===== config.mk =====
export PLATFORM = sky130hd
export DESIGN_NAME = online_running_statistics
export DESIGN_NICKNAME = d
export VERILOG_FILES = /design/src/hw/rtl/ors_pkg.sv /design/src/hw/rtl/ors_div.sv /design/src/hw/rtl/ors_sqrt.sv /design/src/hw/rtl/ors_dp.sv /design/src/hw/rtl/ors_ctrl.sv /design/src/hw/rtl/online_running_statistics.sv
export SDC_FILE = /design/constraint.sdc
export NUM_CORES = 2
export LEC_CHECK = 0
export ABC_AREA = 0
export BUFFER_PORTS_ARGS = -buffer_cell sky130_fd_sc_hd__buf_2
export CAP_MARGIN = 15
export CELL_PAD_IN_SITES_DETAIL_PLACEMENT = 0
export CELL_PAD_IN_SITES_GLOBAL_PLACEMENT = 2
export CORE_ASPECT_RATIO = 0.9
export CORE_UTILIZATION = 36
export DETAILED_ROUTE_END_ITERATION = 10
export PLACE_DENSITY = 0.89
export SLEW_MARGIN = 20
export SYNTH_ARGS = -nofsm -noshare
export SYNTH_HDL_FRONTEND = slang
export SYNTH_HIERARCHICAL = 1
export SYNTH_SLANG_ARGS = --single-unit

===== constraint.sdc =====
create_clock -name clk_i -period 12.1 [get_ports clk_i]
set_input_delay 1.21 -clock clk_i [delete_from_list [all_inputs] [get_ports clk_i]]
set_output_delay 1.21 -clock clk_i [all_outputs]
set_load 0.02 [all_outputs]

===== src/hw/rtl/ors_pkg.sv =====
// Shared types, codes and constants for the online running statistics block.
package ors_pkg;

  localparam int unsigned SampleWidthDef = 32;
  localparam int unsigned CountWidthDef  = 32;
  localparam int unsigned DivW           = 64;
  localparam int unsigned SqrtSteps      = 40;
  localparam int unsigned SqrtRootW      = 40;
  localparam int unsigned SqrtRemW       = 44;
  localparam logic [63:0] MedianMinStep  = 64'd6554;

  // Statistic codes, shared by the mode register and the report field.
  localparam logic [3:0] MODE_OLDEST = 4'd0;
  localparam logic [3:0] MODE_NEWEST = 4'd1;
  localparam logic [3:0] MODE_MIN    = 4'd2;
  localparam logic [3:0] MODE_MAX    = 4'd3;
  localparam logic [3:0] MODE_MEAN   = 4'd4;
  localparam logic [3:0] MODE_SQDIST = 4'd5;
  localparam logic [3:0] MODE_VAR    = 4'd6;
  localparam logic [3:0] MODE_STDDEV = 4'd7;
  localparam logic [3:0] MODE_MEDIAN = 4'd8;

  // Action codes.
  localparam logic [1:0] ACT_SAMPLE = 2'd0;
  localparam logic [1:0] ACT_CLEAR  = 2'd1;
  localparam logic [1:0] ACT_REPORT = 2'd2;

  typedef struct packed {
    logic [1:0]         action;
    logic signed [31:0] sample;
    logic [3:0]         report_mode;
  } in_item_t;

  typedef struct packed {
    logic signed [63:0] value;
    logic               valid_res;
    logic [31:0]        sample_count;
  } out_item_t;

  typedef struct packed {
    logic load;
    logic clear;
    logic simple_upd;
    logic wel_start;
    logic mean_upd;
    logic sq_acc;
    logic rdiv_start;
    logic res_from_div;
    logic res_zero;
    logic sqrt_start;
    logic res_from_sqrt;
    logic out_load;
  } cmd_t;

  typedef struct packed {
    logic [1:0] action;
    logic [3:0] stat_mode;
    logic [3:0] rep_mode;
    logic       have;
    logic       count_zero;
    logic       div_busy;
    logic       mul_busy;
    logic       sqrt_busy;
    logic       var_pos;
    logic       out_free;
  } status_t;

endpackage


===== src/hw/rtl/ors_div.sv =====
// Restoring unsigned divider, one quotient bit per cycle.
module ors_div #(
  parameter int unsigned COUNT_WIDTH = ors_pkg::CountWidthDef
) (
  input  logic                        clk_i,
  input  logic                        rst_ni,
  input  logic                        start_i,
  input  logic [ors_pkg::DivW-1:0]    num_i,
  input  logic [COUNT_WIDTH-1:0]      den_i,
  output logic                        busy_o,
  output logic [ors_pkg::DivW-1:0]    quo_o
);

  localparam int unsigned NW    = ors_pkg::DivW;
  localparam int unsigned CNT_W = $clog2(NW + 1);

  logic [NW-1:0]          num_q, num_d;
  logic [COUNT_WIDTH-1:0] rem_q, rem_d;
  logic [CNT_W-1:0]       cnt_q, cnt_d;
  logic [COUNT_WIDTH+1:0] trial;
  logic [COUNT_WIDTH:0]   rem_sh;

  // Shift in one numerator bit and try the subtract.
  always_comb begin
    rem_sh = {rem_q, num_q[NW-1]};
    trial  = {1'b0, rem_sh} - {2'b00, den_i};
    num_d  = num_q;
    rem_d  = rem_q;
    cnt_d  = cnt_q;
    if (start_i) begin
      num_d = num_i;
      rem_d = '0;
      cnt_d = CNT_W'(NW);
    end else if (cnt_q != '0) begin
      cnt_d = cnt_q - 1'b1;
      if (!trial[COUNT_WIDTH+1]) begin
        rem_d = trial[COUNT_WIDTH-1:0];
        num_d = {num_q[NW-2:0], 1'b1};
      end else begin
        rem_d = rem_sh[COUNT_WIDTH-1:0];
        num_d = {num_q[NW-2:0], 1'b0};
      end
    end
  end

  always_ff @(posedge clk_i or negedge rst_ni) begin
    if (!rst_ni) begin
      cnt_q <= '0;
    end else begin
      cnt_q <= cnt_d;
    end
  end

  always_ff @(posedge clk_i) begin
    num_q <= num_d;
    rem_q <= rem_d;
  end

  assign busy_o = (cnt_q != '0);
  assign quo_o  = num_q;

endmodule


===== src/hw/rtl/ors_sqrt.sv =====
// Digit-by-digit integer square root, one root bit per cycle.
module ors_sqrt (
  input  logic        clk_i,
  input  logic        rst_ni,
  input  logic        start_i,
  input  logic [63:0] x_i,
  output logic        busy_o,
  output logic [63:0] root_o
);

  localparam int unsigned RW    = ors_pkg::SqrtRootW;
  localparam int unsigned MW    = ors_pkg::SqrtRemW;
  localparam int unsigned CNT_W = $clog2(ors_pkg::SqrtSteps + 1);

  logic [63:0]      x_q, x_d;
  logic [MW-1:0]    rem_q, rem_d;
  logic [RW-1:0]    root_q, root_d;
  logic [CNT_W-1:0] cnt_q, cnt_d;
  logic [MW-1:0]    rem_sh;
  logic [MW-1:0]    trial;

  // Bring down the next bit pair and compare against the trial divisor.
  always_comb begin
    rem_sh = {rem_q[MW-3:0], x_q[63:62]};
    trial  = MW'({root_q, 2'b01});
    x_d    = x_q;
    rem_d  = rem_q;
    root_d = root_q;
    cnt_d  = cnt_q;
    if (start_i) begin
      x_d    = x_i;
      rem_d  = '0;
      root_d = '0;
      cnt_d  = CNT_W'(ors_pkg::SqrtSteps);
    end else if (cnt_q != '0) begin
      cnt_d = cnt_q - 1'b1;
      x_d   = {x_q[61:0], 2'b00};
      if (rem_sh >= trial) begin
        rem_d  = rem_sh - trial;
        root_d = {root_q[RW-2:0], 1'b1};
      end else begin
        rem_d  = rem_sh;
        root_d = {root_q[RW-2:0], 1'b0};
      end
    end
  end

  always_ff @(posedge clk_i or negedge rst_ni) begin
    if (!rst_ni) begin
      cnt_q <= '0;
    end else begin
      cnt_q <= cnt_d;
    end
  end

  always_ff @(posedge clk_i) begin
    x_q    <= x_d;
    rem_q  <= rem_d;
    root_q <= root_d;
  end

  assign busy_o = (cnt_q != '0);
  assign root_o = 64'(root_q);

endmodule


===== src/hw/rtl/ors_dp.sv =====
// Datapath: statistic registers, update arithmetic, multiplier and output beat.
module ors_dp #(
  parameter int unsigned SAMPLE_WIDTH = ors_pkg::SampleWidthDef,
  parameter int unsigned COUNT_WIDTH  = ors_pkg::CountWidthDef
) (
  input  logic              clk_i,
  input  logic              rst_ni,
  input  logic              cfg_we_i,
  input  logic [3:0]        cfg_wdata_i,
  input  ors_pkg::in_item_t in_data_i,
  input  ors_pkg::cmd_t     cmd_i,
  output ors_pkg::status_t  status_o,
  output logic              out_valid_o,
  input  logic              out_stall_i,
  output ors_pkg::out_item_t out_data_o
);

  localparam int unsigned SW     = SAMPLE_WIDTH;
  localparam int unsigned CW     = COUNT_WIDTH;
  localparam int unsigned PROD_W = 2 * SW;
  localparam int unsigned MCNT_W = $clog2(SW + 1);
  localparam int unsigned EXT_W  = PROD_W + 64;
  localparam logic signed [65:0] SMAX66 = $signed((66'd1 << (SW - 1)) - 66'd1);
  localparam logic signed [65:0] SMIN66 = -SMAX66 - 66'sd1;
  localparam logic signed [63:0] I64MAX = {1'b0, {63{1'b1}}};
  localparam logic signed [63:0] I64MIN = {1'b1, {63{1'b0}}};
  localparam logic [63:0] MedianMinStepLoc = ors_pkg::MedianMinStep;

  ors_pkg::in_item_t  in_q;
  ors_pkg::out_item_t out_q;
  logic               out_valid_q;
  logic [3:0]         stat_mode_q;
  logic signed [SW-1:0] first_q;
  logic signed [63:0] second_q;
  logic [CW-1:0]      count_q;
  logic               have_q;
  logic signed [SW:0] delta_q;
  logic signed [63:0] res_q;
  logic               div_neg_q;

  logic [PROD_W-1:0]  mul_acc_q, mul_mcand_q;
  logic [SW-1:0]      mul_mplier_q;
  logic [MCNT_W-1:0]  mul_cnt_q;
  logic               mul_neg_q;

  // Sample as a two's complement value of SAMPLE_WIDTH bits.
  logic [SW+31:0]       samp_ext;
  logic signed [SW-1:0] samp;
  assign samp_ext = {{SW{1'b0}}, in_q.sample};
  assign samp     = $signed(samp_ext[SW-1:0]);

  logic signed [63:0] samp64, first64;
  assign samp64  = {{(64-SW){samp[SW-1]}}, samp};
  assign first64 = {{(64-SW){first_q[SW-1]}}, first_q};

  logic [CW-1:0] count_inc;
  assign count_inc = (count_q == '1) ? count_q : count_q + 1'b1;

  // Median: move one step toward the sample, saturate, maybe halve the step.
  logic signed [65:0] med_f, med_s, med_step, med_w, med_wsat, med_diff, med_mag;
  logic signed [SW-1:0] med_new;
  logic               med_halve;
  logic [63:0]        med_init_mag;
  logic signed [63:0] med_init_step;
  always_comb begin
    med_f    = {{(66-SW){first_q[SW-1]}}, first_q};
    med_s    = {{(66-SW){samp[SW-1]}}, samp};
    med_step = {{2{second_q[63]}}, second_q};
    if (med_f > med_s) begin
      med_w = med_f - med_step;
    end else if (med_f < med_s) begin
      med_w = med_f + med_step;
    end else begin
      med_w = med_f;
    end
    if (med_w > SMAX66) begin
      med_wsat = SMAX66;
    end else if (med_w < SMIN66) begin
      med_wsat = SMIN66;
    end else begin
      med_wsat = med_w;
    end
    med_new   = med_wsat[SW-1:0];
    med_diff  = med_s - {{(66-SW){med_new[SW-1]}}, med_new};
    med_mag   = med_diff[65] ? -med_diff : med_diff;
    med_halve = med_step[65] || (med_mag < med_step);
    med_init_mag  = samp64[63] ? 64'(-samp64) : 64'(samp64);
    med_init_step = (med_init_mag >> 1) > MedianMinStepLoc ? $signed(med_init_mag >> 1)
                                                           : $signed(MedianMinStepLoc);
  end

  // Welford first half: distance from the current mean.
  logic signed [SW-1:0] first_eff;
  logic signed [63:0]   second_eff;
  logic signed [SW:0]   delta_w;
  logic [SW:0]          delta_mag;
  assign first_eff  = have_q ? first_q : '0;
  assign second_eff = have_q ? second_q : '0;
  assign delta_w    = {samp[SW-1], samp} - {first_eff[SW-1], first_eff};
  assign delta_mag  = delta_w[SW] ? -delta_w : delta_w;

  // Shared divider: numerator magnitude in, signed quotient out.
  logic [63:0]        div_num, div_quo, sec_mag;
  logic               div_busy;
  logic signed [63:0] quo_s;
  assign sec_mag = second_q[63] ? 64'(-second_q) : 64'(second_q);
  assign div_num = cmd_i.wel_start ? 64'(delta_mag) : sec_mag;
  assign quo_s   = div_neg_q ? -$signed(div_quo) : $signed(div_quo);

  ors_div #(.COUNT_WIDTH(CW)) u_div (
    .clk_i  (clk_i),
    .rst_ni (rst_ni),
    .start_i(cmd_i.wel_start || cmd_i.rdiv_start),
    .num_i  (div_num),
    .den_i  (count_q),
    .busy_o (div_busy),
    .quo_o  (div_quo)
  );

  // Welford second half: new mean and second distance.
  logic signed [SW-1:0] first_new;
  logic signed [SW:0]   delta2;
  logic [SW:0]          delta_q_mag, delta2_mag;
  assign first_new   = first_q + quo_s[SW-1:0];
  assign delta2      = {samp[SW-1], samp} - {first_new[SW-1], first_new};
  assign delta_q_mag = delta_q[SW] ? -delta_q : delta_q;
  assign delta2_mag  = delta2[SW] ? -delta2 : delta2;

  // Scaled product, saturated, then saturating accumulate.
  logic [EXT_W-1:0]   prod_ext;
  logic               prod_ovf;
  logic signed [63:0] term, sq_new;
  logic signed [64:0] sum65;
  always_comb begin
    prod_ext = EXT_W'(mul_acc_q);
    prod_ovf = |prod_ext[EXT_W-1:79];
    if (prod_ovf) begin
      term = mul_neg_q ? I64MIN : I64MAX;
    end else begin
      term = mul_neg_q ? -$signed({1'b0, prod_ext[78:16]}) : $signed({1'b0, prod_ext[78:16]});
    end
    sum65 = {second_q[63], second_q} + {term[63], term};
    if (sum65[64] != sum65[63]) begin
      sq_new = sum65[64] ? I64MIN : I64MAX;
    end else begin
      sq_new = sum65[63:0];
    end
  end

  logic [63:0] sqrt_root;
  logic        sqrt_busy;
  ors_sqrt u_sqrt (
    .clk_i  (clk_i),
    .rst_ni (rst_ni),
    .start_i(cmd_i.sqrt_start),
    .x_i    (64'(quo_s)),
    .busy_o (sqrt_busy),
    .root_o (sqrt_root)
  );

  // Select the reported statistic.
  logic signed [63:0] rep_val;
  always_comb begin
    rep_val = '0;
    if (have_q) begin
      case (in_q.report_mode) inside
        ors_pkg::MODE_OLDEST, ors_pkg::MODE_NEWEST, ors_pkg::MODE_MIN,
        ors_pkg::MODE_MEAN, ors_pkg::MODE_MEDIAN: rep_val = first64;
        ors_pkg::MODE_MAX, ors_pkg::MODE_SQDIST:  rep_val = second_q;
        ors_pkg::MODE_VAR, ors_pkg::MODE_STDDEV:  rep_val = res_q;
        default:                                  rep_val = '0;
      endcase
    end
  end

  // Statistic state: config write, clear and updates.
  always_ff @(posedge clk_i or negedge rst_ni) begin
    if (!rst_ni) begin
      stat_mode_q <= ors_pkg::MODE_NEWEST;
      first_q     <= '0;
      second_q    <= '0;
      count_q     <= '0;
      have_q      <= 1'b0;
    end else if (cfg_we_i) begin
      stat_mode_q <= cfg_wdata_i;
      first_q     <= '0;
      second_q    <= '0;
      count_q     <= '0;
      have_q      <= 1'b0;
    end else if (cmd_i.clear) begin
      first_q  <= '0;
      second_q <= '0;
      count_q  <= '0;
      have_q   <= 1'b0;
    end else if (cmd_i.simple_upd) begin
      have_q <= 1'b1;
      case (stat_mode_q) inside
        ors_pkg::MODE_OLDEST: begin
          if (!have_q) begin
            first_q <= samp;
            count_q <= count_inc;
          end
        end
        ors_pkg::MODE_NEWEST: first_q <= samp;
        ors_pkg::MODE_MIN, ors_pkg::MODE_MAX: begin
          count_q <= count_inc;
          if (!have_q) begin
            first_q  <= samp;
            second_q <= samp64;
          end else begin
            if (samp < first_q) first_q <= samp;
            if (samp64 > second_q) second_q <= samp64;
          end
        end
        default: begin
          count_q <= count_inc;
          if (!have_q) begin
            first_q  <= samp;
            second_q <= med_init_step;
          end else begin
            first_q <= med_new;
            if (med_halve) second_q <= second_q >>> 1;
          end
        end
      endcase
    end else if (cmd_i.wel_start) begin
      have_q   <= 1'b1;
      first_q  <= first_eff;
      second_q <= second_eff;
      count_q  <= count_inc;
    end else if (cmd_i.mean_upd) begin
      first_q <= first_new;
    end else if (cmd_i.sq_acc) begin
      second_q <= sq_new;
    end
  end

  // Hold the beat, operands and intermediate results.
  always_ff @(posedge clk_i) begin
    if (cmd_i.load) in_q <= in_data_i;
    if (cmd_i.wel_start) begin
      delta_q   <= delta_w;
      div_neg_q <= delta_w[SW];
    end
    if (cmd_i.rdiv_start) div_neg_q <= second_q[63];
    if (cmd_i.res_from_div) res_q <= quo_s;
    if (cmd_i.res_zero) res_q <= '0;
    if (cmd_i.res_from_sqrt) res_q <= $signed(sqrt_root);
    if (cmd_i.out_load) begin
      out_q.value        <= rep_val;
      out_q.valid_res    <= have_q;
      out_q.sample_count <= 32'(count_q);
    end
  end

  // Shift-add multiplier on magnitudes.
  always_ff @(posedge clk_i or negedge rst_ni) begin
    if (!rst_ni) begin
      mul_cnt_q <= '0;
    end else if (cmd_i.mean_upd) begin
      mul_cnt_q <= MCNT_W'(SW);
    end else if (mul_cnt_q != '0) begin
      mul_cnt_q <= mul_cnt_q - 1'b1;
    end
  end

  always_ff @(posedge clk_i) begin
    if (cmd_i.mean_upd) begin
      mul_acc_q    <= '0;
      mul_mcand_q  <= PROD_W'(delta_q_mag[SW-1:0]);
      mul_mplier_q <= delta2_mag[SW-1:0];
      mul_neg_q    <= delta_q[SW] ^ delta2[SW];
    end else if (mul_cnt_q != '0) begin
      if (mul_mplier_q[0]) mul_acc_q <= mul_acc_q + mul_mcand_q;
      mul_mcand_q  <= {mul_mcand_q[PROD_W-2:0], 1'b0};
      mul_mplier_q <= {1'b0, mul_mplier_q[SW-1:1]};
    end
  end

  // Output beat valid: set on load, drop once taken.
  always_ff @(posedge clk_i or negedge rst_ni) begin
    if (!rst_ni) begin
      out_valid_q <= 1'b0;
    end else if (cmd_i.out_load) begin
      out_valid_q <= 1'b1;
    end else if (!out_stall_i) begin
      out_valid_q <= 1'b0;
    end
  end

  assign out_valid_o = out_valid_q;
  assign out_data_o  = out_q;

  always_comb begin
    status_o.action     = in_q.action;
    status_o.stat_mode  = stat_mode_q;
    status_o.rep_mode   = in_q.report_mode;
    status_o.have       = have_q;
    status_o.count_zero = (count_q == '0);
    status_o.div_busy   = div_busy;
    status_o.mul_busy   = (mul_cnt_q != '0);
    status_o.sqrt_busy  = sqrt_busy;
    status_o.var_pos    = !quo_s[63] && (quo_s != '0);
    status_o.out_free   = !out_valid_q || !out_stall_i;
  end

endmodule


===== src/hw/rtl/ors_ctrl.sv =====
// Controller: sequences one beat through update, report and output.
module ors_ctrl (
  input  logic             clk_i,
  input  logic             rst_ni,
  input  logic             in_valid_i,
  output logic             in_stall_o,
  input  ors_pkg::status_t status_i,
  output ors_pkg::cmd_t    cmd_o
);

  localparam logic [2:0] S_IDLE  = 3'd0;
  localparam logic [2:0] S_EXEC  = 3'd1;
  localparam logic [2:0] S_WDIV  = 3'd2;
  localparam logic [2:0] S_WMUL  = 3'd3;
  localparam logic [2:0] S_REP   = 3'd4;
  localparam logic [2:0] S_RDIV  = 3'd5;
  localparam logic [2:0] S_RSQRT = 3'd6;
  localparam logic [2:0] S_OUT   = 3'd7;

  logic [2:0] state_q, state_d;
  logic       rep_derived;

  assign rep_derived = (status_i.rep_mode == ors_pkg::MODE_VAR) ||
                       (status_i.rep_mode == ors_pkg::MODE_STDDEV);

  // Next state and commands.
  always_comb begin
    state_d = state_q;
    cmd_o   = '0;
    unique case (state_q)
      S_IDLE: begin
        if (in_valid_i) begin
          cmd_o.load = 1'b1;
          state_d    = S_EXEC;
        end
      end
      S_EXEC: begin
        state_d = S_REP;
        if (status_i.action == ors_pkg::ACT_SAMPLE) begin
          case (status_i.stat_mode) inside
            ors_pkg::MODE_OLDEST, ors_pkg::MODE_NEWEST, ors_pkg::MODE_MIN,
            ors_pkg::MODE_MAX, ors_pkg::MODE_MEDIAN: cmd_o.simple_upd = 1'b1;
            ors_pkg::MODE_MEAN, ors_pkg::MODE_SQDIST, ors_pkg::MODE_VAR,
            ors_pkg::MODE_STDDEV: begin
              cmd_o.wel_start = 1'b1;
              state_d         = S_WDIV;
            end
            default: state_d = S_REP;
          endcase
        end else if (status_i.action == ors_pkg::ACT_CLEAR) begin
          cmd_o.clear = 1'b1;
        end
      end
      S_WDIV: begin
        if (!status_i.div_busy) begin
          cmd_o.mean_upd = 1'b1;
          state_d        = S_WMUL;
        end
      end
      S_WMUL: begin
        if (!status_i.mul_busy) begin
          cmd_o.sq_acc = 1'b1;
          state_d      = S_REP;
        end
      end
      S_REP: begin
        state_d = S_OUT;
        if (rep_derived) begin
          if (status_i.have && !status_i.count_zero) begin
            cmd_o.rdiv_start = 1'b1;
            state_d          = S_RDIV;
          end else begin
            cmd_o.res_zero = 1'b1;
          end
        end
      end
      S_RDIV: begin
        if (!status_i.div_busy) begin
          if (status_i.rep_mode == ors_pkg::MODE_VAR) begin
            cmd_o.res_from_div = 1'b1;
            state_d            = S_OUT;
          end else if (status_i.var_pos) begin
            cmd_o.sqrt_start = 1'b1;
            state_d          = S_RSQRT;
          end else begin
            cmd_o.res_zero = 1'b1;
            state_d        = S_OUT;
          end
        end
      end
      S_RSQRT: begin
        if (!status_i.sqrt_busy) begin
          cmd_o.res_from_sqrt = 1'b1;
          state_d             = S_OUT;
        end
      end
      S_OUT: begin
        if (status_i.out_free) begin
          cmd_o.out_load = 1'b1;
          state_d        = S_IDLE;
        end
      end
      default: state_d = S_IDLE;
    endcase
  end

  always_ff @(posedge clk_i or negedge rst_ni) begin
    if (!rst_ni) begin
      state_q <= S_IDLE;
    end else begin
      state_q <= state_d;
    end
  end

  assign in_stall_o = (state_q != S_IDLE);

endmodule


===== src/hw/rtl/online_running_statistics.sv =====
// Top level of the online running statistics block.
// Min/max/oldest/newest/median samples and plain reports use no arithmetic unit;
// a Welford sample runs the divider and then the multiplier; a variance report runs
// the divider, and a std deviation report, for a positive variance, the square root after it.
// One beat at a time, paced by the bit-serial divider, multiplier and square-root
// units. Reset clears all statistics at once and sets the mode to newest; no
// clearing pass.
module online_running_statistics #(
  parameter int unsigned SAMPLE_WIDTH = ors_pkg::SampleWidthDef,
  parameter int unsigned COUNT_WIDTH  = ors_pkg::CountWidthDef
) (
  input  logic               clk_i,
  input  logic               rst_ni,
  input  logic               cfg_we_i,
  input  logic [3:0]         cfg_wdata_i,
  input  logic               in_valid_i,
  output logic               in_stall_o,
  input  ors_pkg::in_item_t  in_data_i,
  output logic               out_valid_o,
  input  logic               out_stall_i,
  output ors_pkg::out_item_t out_data_o
);

  ors_pkg::cmd_t    cmd;
  ors_pkg::status_t status;

  ors_ctrl u_ctrl (
    .clk_i     (clk_i),
    .rst_ni    (rst_ni),
    .in_valid_i(in_valid_i),
    .in_stall_o(in_stall_o),
    .status_i  (status),
    .cmd_o     (cmd)
  );

  ors_dp #(
    .SAMPLE_WIDTH(SAMPLE_WIDTH),
    .COUNT_WIDTH (COUNT_WIDTH)
  ) u_dp (
    .clk_i      (clk_i),
    .rst_ni     (rst_ni),
    .cfg_we_i   (cfg_we_i),
    .cfg_wdata_i(cfg_wdata_i),
    .in_data_i  (in_data_i),
    .cmd_i      (cmd),
    .status_o   (status),
    .out_valid_o(out_valid_o),
    .out_stall_i(out_stall_i),
    .out_data_o (out_data_o)
  );

  // No arithmetic unit runs while a new beat can be taken.
  a_idle_units: assert property (@(posedge clk_i) disable iff (!rst_ni)
    !in_stall_o |-> !(status.div_busy || status.mul_busy || status.sqrt_busy))
    else $error("arithmetic unit busy while idle");

  // An accepted beat blocks the next one.
  a_accept_stalls: assert property (@(posedge clk_i) disable iff (!rst_ni)
    (in_valid_i && !in_stall_o) |=> in_stall_o)
    else $error("input not stalled after accept");

  // Before any sample the value reads zero.
  a_no_sample_zero: assert property (@(posedge clk_i) disable iff (!rst_ni)
    (out_valid_o && !out_data_o.valid_res) |-> (out_data_o.value == '0))
    else $error("nonzero value without sample");

  // A nonzero count implies a sample was taken.
  a_count_valid: assert property (@(posedge clk_i) disable iff (!rst_ni)
    (out_valid_o && (out_data_o.sample_count != '0)) |-> out_data_o.valid_res)
    else $error("count without sample");

endmodule

==> results.json <==
{
  "wl_met1_mm": 157,
  "vias": 75409,
  "synth_edf_count": 426,
  "fp.dieW_um": 472,
  "end_kind": "register",
  "cpMostUsedCell": "buf_4",
  "run_status": "finished, violations left",
  "die_area_um2": 201000,
  "worst-path-max-fanout": 7,
  "cts_root_buf": "clkbuf_16",
  "drc": 0,
  "netlist_instances": 8777,
  "fmax_ghz": 0.0822,
  "drt_first_pass_iters": 8,
  "hold_violations": 0,
  "cts_tree": "done",
  "wl_met3_mm": 36.0,
  "ff2ff_path_depth": 61,
  "start_util": 0.364,
  "synth-simple-area-share": 0.185,
  "n_fill_cell": 19404,
  "setup_ws_ps": -58.9,
  "dpl.hpwl_mm": 276,
  "yosysTopAreaCellShare": 0.179,
  "synth-seq-cells": 792,
  "grt_pass1_vias": 70064,
  "dpl.cell_count": 12241,
  "avgSynthCellArea_um2": 8.15,
  "synth_area_um2": 71500,
  "async_flop_share": 0.197,
  "crit_required_ps": 12740,
  "wirelength_mm": 350,
  "yosysWarnings": 6,
  "cts_hold_buf": 0,
  "grt_usage": 0.336,
  "wire_per_inst_um": 28.0,
  "placeableCoreArea_um2": 197000,
  "synth_xor_area_frac": 0.0765,
  "stdcell_count": 12524,
  "drt-initial-drc-count": 8686,
  "cp-start-kind": "register",
  "worst_pin_slew_ps": 1270,
  "grt_max_degree": 141,
  "synth-compound-area-share": 0.255,
  "fin_crit_ps": 12160,
  "rsz0062_at_grt": "yes",
  "r2r_setup_slack_ps": -60,
  "clk_latency_ps": 820,
  "drive_above_1_share": 0.214,
  "cts_buffer_depth": 3,
  "maxCapViolCount": 0,
  "r2r-end": "u_dp/second_q[56]",
  "setup_viol": 7,
  "overflow": 0,
  "ys_seq_area_frac": 0.292,
  "yosys.area_share.adder": 0.113,
  "yosysTopAreaCell": "edfxtp_1",
  "cts_sinks": 792,
  "synthMuxAreaShare": 0.0277,
  "die_h_um": 425,
  "htreeDepth": 3,
  "r2r_start": "u_dp/first_q[4]",
  "area_growth_pct": 25.2,
  "cts_made_buffers": 96,
  "slowest_delay_ps": 500,
  "port_buffers": 145,
  "max_slew_margin": 0.145,
  "cpMaxStageDelayCell": "or4bb_4",
  "hold_class": "in -> async",
  "ys.flop_type": "edfxtp_1",
  "place_congestion": 1.12,
  "critPathArrivalTime_ps": 12790,
  "finalMaxSlewViolations": 0,
  "via_per_inst": 6.02,
  "pin_count": 146,
  "netlist_top_cells_area": "edfxtp_1, ha_1, a21oi_1, dfxtp_1, dfrtp_1",
  "num-nets-final": 10546,
  "fin_skew_ps": 92.9,
  "ant_nets": 0,
  "grt_pass1_wl_mm": 496,
  "antenna_found_initial": 26,
  "ys_types": 119,
  "violations": "setup timing",
  "dr.max_layer_used": "met5",
  "cts.clk_slew.worst_paths_ps": 70,
  "synth_top_family_by_area": "compound AO/OA/AOI/OAI gates",
  "fin_crit_sh": 1.00,
  "dr_wl_met2_mm": 142,
  "critPathKind": "reg -> reg",
  "placementRows": 154
}
==> logic make-up (layout without fill, tap and decap cells) <==
| kind of cell | after synthesis | count (layout) |
|---|---|---|
| AOI/OAI and AO/OA | 2837 | 2837 |
| xor gates and xnor gates | 625 | 625 |
| adders and majority gates | 643 | 643 |
| buffers and inverters | 901 | 2007 |
| DFF | 792 | 792 |
| muxes | 180 | 180 |
| other | 2 | 69 |
| and+or+nand+nor | 2797 | 2797 |
==> cells in the mapped netlist (all sizes together), types with 29 or more instances <==
library cell	count
a211oi	98
a21boi	31
a21o	214
a21oi	941
a221oi	29
a222oi	32
a22o	36
a22oi	51
a311oi	32
a31oi	85
and2	43
and3	71
buf	88
clkbuf	379
dfrtp	155
dfxtp	210
edfxtp	426
ha	631
inv	432
mux2	146
mux2i	34
nand2	912
nand2b	106
nand3	179
nand4	105
nor2	749
nor2b	82
nor3	173
nor4	90
o211ai	70
o21a	66
o21ai	570
o21bai	79
o22ai	31
o31ai	160
o41ai	39
or2	38
or3	116
or4	43
xnor2	389
xor2	236
==> through the flow <==
step                instance area, µm²   util  setup WS [ps]  hold WS (ps)  setup TNS [ps]
finish                           89500  0.456          -58.9           338            -238
global route                     89500  0.455           -389           323          -17400
CTS                              87800  0.447           4.33           288               0
detailed placement               83000  0.422          -1870           451         -108300
global placement                 83000  0.422          -1960           443         -116240
floorplan                        71700      -           15.7           436               0
==> what timing repair did <==
action,in CTS,in global routing
gates cloned,6,9
pin swaps,62,125
buffers inserted,44,45
setup endpoints to repair,63,63
resized for setup,216,250
==> sequential cells by signal, summed over array words and instances (netlist names), 3 cells and up <==
signal	flops
u_dp/u_sqrt/cnt_q	6
u_dp/mul_cnt_q	6
u_dp/delta_q	33
u_dp/stat_mode_q	4
u_ctrl/state_q	3
u_dp/mul_acc_q	64
u_dp/samp	32
u_dp/out_data_o	97
u_dp/u_div/quo_o	64
u_dp/mul_mplier_q	32
u_dp/count_q	32
u_dp/u_sqrt/rem_q	42
u_dp/u_div/cnt_q	7
u_dp/u_sqrt/root_q	40
u_dp/second_q	64
u_dp/u_sqrt/x_q	64
u_dp/u_div/rem_q	32
u_dp/first_q	32
u_dp/res_q	64
u_dp/mul_mcand_q	64
u_dp/status_o	6
==> cells in the final DEF (no fill, tap or decap), types with 49 or more instances in the layout <==
master,count
buf_2,147
nand3_1,174
nor2_1,733
inv_1,419
conb_1,57
ha_1,601
o211ai_1,70
o31ai_1,120
o21a_1,63
a22oi_1,49
nand4_1,105
dfxtp_1,210
o21ai_0,516
buf_4,1176
and3_1,71
nor2b_1,78
nand2b_1,103
nor4_1,76
dfrtp_1,143
o21bai_1,79
or3_1,107
clkbuf_16,106
a21o_1,214
nor3_1,160
a211oi_1,82
xnor2_1,379
a21oi_1,891
xor2_1,232
a31oi_1,80
edfxtp_1,426
nand2_1,899
mux2_2,146
==> worst max-delay path, delay by kind of cell (launching register included) <==
kind                     cells  cell delay, ps
buffers and inverters       14            2260
AND/OR/NAND/NOR             16            3620
flip-flops                   1             440
AO/OA/AOI/OAI               25            4410
multiplexers                 1             200
XOR/XNOR                     2             310
adder cells (fa/ha/maj)      3             740
==> layer usage <==
layer  GRT usage  up-vias
met5           0        -
met4       0.133       10
met3      0.0914      537
met2       0.479     3535
met1       0.475    36898
li1            -    34429
==> cell type report <==
cell class	instances	area, µm²	share of cell area
tap	2574	3220	0.0360
clock buffer	128	2700	0.0301
antenna	12	30.0	0.000335
timing repair buffer	1396	10800	0.121
multi-input combinational	7139	49500	0.552
clock inverter	49	722	0.00806
inverter	434	1630	0.0182
sequential	792	20900	0.234
==> worst max-delay path by stage <==
stage                        end        startpoint  slack (ps)  depth (start not counted)
2_1_floorplan  u_dp/second_q[48]  u_dp/first_q[31]          20                         60
3_3_place_gp   u_dp/second_q[48]   u_dp/first_q[8]       -1960                         62
3_5_place_dp   u_dp/second_q[48]  u_dp/first_q[31]       -1870                         60
4_1_cts        u_dp/second_q[54]  u_dp/first_q[20]           4                         58
5_1_grt        u_dp/second_q[47]   u_dp/first_q[0]        -390                         60
6_report       u_dp/second_q[56]   u_dp/first_q[4]         -60                         61
Power is left out: the tool's default activity adds up to more than one toggle a clock period on the data nets, which glitch-free logic cannot reach.
